`config.mk`:
```
export PLATFORM = sky130hd
export DESIGN_NAME = pmid_min
export DESIGN_NICKNAME = d
export VERILOG_FILES = /design/src/hdl/pmid_pkg.sv /design/src/hdl/pmid_min.sv
export SDC_FILE = /design/constraint.sdc
export NUM_CORES = 2
export LEC_CHECK = 0
export BUFFER_PORTS_ARGS = -buffer_cell sky130_fd_sc_hd__buf_2
export CAP_MARGIN = 20
export CORE_AREA = 4 4 507 509
export DETAILED_ROUTE_END_ITERATION = 7
export DIE_AREA = 0 0 511 513
export PLACE_DENSITY = 0.55
export SLEW_MARGIN = 20
export SYNTH_ARGS = -nofsm -noshare
export SYNTH_HDL_FRONTEND = slang
export SYNTH_SLANG_ARGS = --single-unit
```
`constraint.sdc`:
```
create_clock -name i_clk -period 5.6 [get_ports i_clk]
set_clock_uncertainty 0.05 [all_clocks]
set_input_delay 0.28 -clock i_clk [delete_from_list [all_inputs] [get_ports i_clk]]
set_output_delay 0.28 -clock i_clk [all_outputs]
set_load 0.03 [all_outputs]
```
`src/hdl/pmid_pkg.sv`:
```
package pmid_pkg;

    // spatial dimensions and periodic images per query
    localparam int NUM_DIMS = 3;
    localparam int NUM_IMG  = 27;
    localparam int NUM_REGS = 3;

    // result field and its padded stream width
    localparam int OUT_BITS       = 49;
    localparam int OUT_TDATA_BITS = ((OUT_BITS + 7) / 8) * 8;

    // configuration port
    localparam int CFG_ADDR_BITS = 5;
    localparam int CFG_DATA_BITS = 64;

    typedef logic [1:0] t_reg_idx;

    localparam t_reg_idx REG_VEC_A = 2'd0;
    localparam t_reg_idx REG_VEC_B = 2'd1;
    localparam t_reg_idx REG_VEC_C = 2'd2;

endpackage

```
`src/hdl/pmid_min.sv`:
```
module pmid_min import pmid_pkg::*; #(
    parameter int COORD_BITS = 21,
    localparam int SUM_BITS  = 2 * COORD_BITS + 5
) (
    input  logic                i_clk,
    input  logic                i_rst_n,
    input  logic                i_en,
    input  logic                i_valid,
    input  logic [SUM_BITS-1:0] i_sum [NUM_IMG],
    output logic                o_valid,
    output logic [SUM_BITS-1:0] o_min
);

    function automatic logic [SUM_BITS-1:0] f_min3(
        input logic [SUM_BITS-1:0] a,
        input logic [SUM_BITS-1:0] b,
        input logic [SUM_BITS-1:0] c
    );
        logic [SUM_BITS-1:0] m;
        m = (b < a) ? b : a;
        return (c < m) ? c : m;
    endfunction

    logic                r_v6, r_v7, r_v8;
    logic [SUM_BITS-1:0] r_m9 [9];
    logic [SUM_BITS-1:0] n_m9 [9];
    logic [SUM_BITS-1:0] r_m3 [3];
    logic [SUM_BITS-1:0] n_m3 [3];
    logic [SUM_BITS-1:0] r_min;
    logic [SUM_BITS-1:0] n_min;

    // 27 -> 9 -> 3 -> 1, one level per stage
    always_comb begin
        for (int g = 0; g < 9; g++) begin
            n_m9[g] = f_min3(i_sum[3*g], i_sum[3*g + 1], i_sum[3*g + 2]);
        end
        for (int g = 0; g < 3; g++) begin
            n_m3[g] = f_min3(r_m9[3*g], r_m9[3*g + 1], r_m9[3*g + 2]);
        end
        n_min = f_min3(r_m3[0], r_m3[1], r_m3[2]);
    end

    always_ff @(posedge i_clk) begin
        if (!i_rst_n) begin
            r_v6 <= 1'b0;
            r_v7 <= 1'b0;
            r_v8 <= 1'b0;
        end else if (i_en) begin
            r_v6 <= i_valid;
            r_v7 <= r_v6;
            r_v8 <= r_v7;
        end
    end

    always_ff @(posedge i_clk) begin
        if (i_en) begin
            r_m9  <= n_m9;
            r_m3  <= n_m3;
            r_min <= n_min;
        end
    end

    assign o_valid = r_v8;
    assign o_min   = r_min;

    a_min_not_above_groups: assert property (@(posedge i_clk) disable iff (!i_rst_n)
        (i_en && r_v7) |=> (r_min <= $past(r_m3[0])) && (r_min <= $past(r_m3[1]))
                           && (r_min <= $past(r_m3[2])))
        else $error("min stage result above one of its group minima");

    a_min_is_a_group: assert property (@(posedge i_clk) disable iff (!i_rst_n)
        (i_en && r_v7) |=> (r_min == $past(r_m3[0])) || (r_min == $past(r_m3[1]))
                           || (r_min == $past(r_m3[2])))
        else $error("min stage result matches none of its inputs");

endmodule

```
==> results.py <==
metrics = {
    "power": {
        "vdd_ir_drop_max_mv": 0.213,
        "leakagePower_nw": 45.8,
        "powerDensity_nw_per_um2": 322,
    },
    "timing": {
        "fin_crit_ns": 5.66,
        "hold_ws_ns": 0.0317,
        "final.period_utilization_pct": 101,
        "finalHoldViolCount": 0,
        "finalWorstSetupSlack_ns": -0.0625,
        "slew_headroom_pct": 29.5,
        "fmax_ghz": 0.177,
        "setup_violations": 9,
        "tightest_slew_ns": 1.06,
        "final.setup.tns_ns": -0.169,
        "slew_viol_final": 0,
        "rsz0062_at_grt": "yes",
    },
    "synthesis": {
        "synthTopCellsByCount": "1196 x ha_1, 1136 x inv_1, 1026 x mux2i_1",
        "synth_top_area_share_pct": 29.8,
        "yosysWarnings": 0,
        "synth_most_common_cell": "ha_1",
        "syn_nets": 8866,
        "syn_inst": 6397,
        "synth-compound-area-share_pct": 13.2,
        "syn_area_sq_um": 61600,
        "synth_top_family_by_area": "adder cells",
        "synth_edf_count": 611,
        "synthXorXnorAreaFrac_pct": 0,
        "synthTopCellsByArea": "edfxtp_1 30%, ha_1 24%, mux2i_1 17%",
        "synth.largest_area_cell": "edfxtp_1",
        "ys_types": 73,
        "yosys.area_share.adder_pct": 24.3,
        "ys.flop_type": "edfxtp_1",
        "seq_area_frac_synth_pct": 29.9,
        "ys_ff_latch": 614,
        "synthMuxAreaShare_pct": 16.8,
        "ys_async_sr_fraction_pct": 0,
        "syn_area_per_cell_sq_um": 9.63,
        "synth-simple-area-share_pct": 7.48,
    },
    "run_status": {
        "status": "finished with violations",
        "violations": "setup timing",
    },
    "global_routing": {
        "antenna_found_initial": 138,
        "overflow": 0,
        "grt_pass1_wl_microns": 425000,
        "grt_max_degree": 159,
        "grt_pass1_vias": 62100,
        "grtUsageTotal_pct": 22.0,
    },
    "clock_tree": {
        "clk_pin_slew_worst_paths_ns": 0.06,
        "cts_tree": "yes",
        "clk-insertion-delay-late_ns": 0.69,
        "cts_root_buf": "clkbuf_16",
        "clock-sinks": 614,
        "max-clock-path-buffers": 3,
        "numCtsBuffers": 80,
        "htreeDepth": 3,
    },
    "die": {
        "die-height_microns": 513,
        "initial_core_util_pct": 24.4,
        "die-area_sq_um": 262000,
        "core_region_area_sq_um": 253000,
        "ioPinCount": 1321,
        "rows": 185,
        "die_w_microns": 511,
    },
    "critical_path": {
        "worstPathArrival_ns": 6.02,
        "crit_type": "reg -> reg",
        "start_kind": "register",
        "worstSetupEndpointType": "register",
        "crit_required_ns": 5.95,
        "worstPathMaxFanout": 7,
    },
    "final_layout": {
        "drive_above_1_share_pct": 31.5,
        "fin_area_sq_um": 90800,
        "area_delta_synth_final_pct": 47.3,
        "fillers": 25700,
        "layoutNonFillerInstCount": 12600,
        "layout.nets": 11600,
    },
    "detailed_routing": {
        "via_count": 60100,
        "routedWlPerCell_microns": 24.4,
        "dr.pass1.iters": 6,
        "viasPerCell": 4.77,
        "totalWireLength_microns": 307000,
        "drt_iter0_markers": 3386,
        "drtAntennaViolNets": 0,
        "drc": 0,
    },
    "placement": {
        "place_inst": 11800,
        "placed_area_sq_um": 79400,
        "hpwl_microns": 263000,
        "gp_congestion": 0.951,
        "port_buffers": 1320,
    },
    "flow_run": {
        "maxCapViolations": 0,
    },
    "hold_path": {
        "hold_class": "in -> reg",
    },
}
-- layer usage --
metal  up-vias  wire, microns  track usage [%]
li1      28900              -                -
met1     28700         128000             26.7
met2      1896         151000             39.6
met3       481          15300             3.77
met4        76          11800             6.58
met5         -            457                0
-- layout by cell type (no fill, tap or decap), types with 14 or more instances in the layout --
master,instances
buf_4,927
nor2b_1,34
o21ai_1,16
inv_1,1133
o21bai_1,14
nand4_1,181
ha_1,1166
a221oi_1,23
a21oi_2,32
o211ai_1,36
a211oi_1,74
and4_1,24
nor2_1,238
nand3_1,63
a211oi_2,33
nor3_1,53
dlygate4sd3_1,413
buf_2,1319
mux2i_4,81
a31oi_1,58
a21oi_1,491
nand2b_1,25
mux2i_2,82
edfxtp_1,611
o21ai_0,194
clkinv_1,15
buf_12,68
o21a_1,23
and3_1,23
a21o_1,189
nand2_1,188
clkbuf_16,98
diode_2,57
buf_6,41
ha_4,30
mux2i_1,863
-- what timing repair did --
action                                  in CTS  in global routing
setup buffers                               49                 80
endpoints found under the hold margin      353                  2
endpoints found under the setup margin     230                333
hold buffers                               411                  3
cloned                                       9                 20
resized for setup                          211                369
pin swaps                                   49                 89
-- worst paths after layout --
path / startpoint / endpoint / slack [ns] / depth (start not counted)
worst max register to register: r_m9[392] / r_m3[131] / -0.06 / 22
worst min register to register: r_v7 / o_valid / 0.48 / 2
worst max-delay path: r_m9[392] / r_m3[131] / -0.06 / 22
worst min-delay path: i_sum[1188] / r_m9[389] / 0.03 / 3
-- where the power goes --
part | internal [W] | switching [W]
Sequential | 0.00654 | 0.00119
Clock | 0.00289 | 0.00221
Combinational | 0.00797 | 0.00838
Total | 0.0174 | 0.0118
-- state kept, by name, summed over array words and instances, names as in the netlist --
register	flops
r_m9	423
r_m3	141
o_min	47
o_valid	1
r_v6	1
r_v7	1
-- layout make-up --
| cell class | instances | area, sq um | share of cell area [%] |
|---|---|---|---|
| Timing Repair Buffer | 2799 | 20200 | 22.3 |
| Sequential cell | 614 | 18400 | 20.3 |
| Multi-Input combinational cell | 4477 | 41000 | 45.1 |
| Clock buffer | 93 | 2050 | 2.26 |
| Antenna cell | 57 | 143 | 0.157 |
| Clock inverter | 47 | 514 | 0.567 |
| Tap cell | 3366 | 4210 | 4.64 |
| Inverter | 1136 | 4260 | 4.70 |
-- per-stage QoR --
step / utilization, % / power, W / worst slack [ns]
finish: 35.9 / 0.0292 / -0.0625
global route: 35.9 / 0.0310 / -0.262
CTS: 34.7 / 0.0280 / -0.223
detailed placement: 31.4 / 0.0212 / -1.49
global placement: 31.4 / 0.0210 / -1.40
floorplan: - / 0.0144 / 0.0370
-- cell families (layout without fill, tap and decap cells) --
| logic type | after synthesis | after routing |
|---|---|---|
| AOI/OAI and AO/OA | 1324 | 1324 |
| adders and majority gates | 1196 | 1196 |
| buffers and inverters | 1306 | 4075 |
| DFF | 614 | 614 |
| muxes | 1034 | 1034 |
| other | 0 | 57 |
| and+or+nand+nor | 923 | 923 |
-- worst max-delay path, cell delays in order (launching register included) --
cell      delay, ns
edfxtp_1       0.44
inv_2          0.09
ha_4           0.19
a21o_1         0.18
a21o_1         0.16
a221oi_2       0.25
a21boi_2       0.11
or4b_4         0.54
a311oi_4       0.28
buf_6          0.20
mux2i_4        0.29
ha_4           0.23
or2_4          0.22
a32o_1         0.25
a311o_1        0.31
a221oi_2       0.28
o22ai_2        0.13
nor4_2         0.15
buf_4          0.21
nand4_1        0.14
o21a_4         0.32
buf_12         0.17
mux2i_4        0.19
Power figures use the tool's default switching activity.
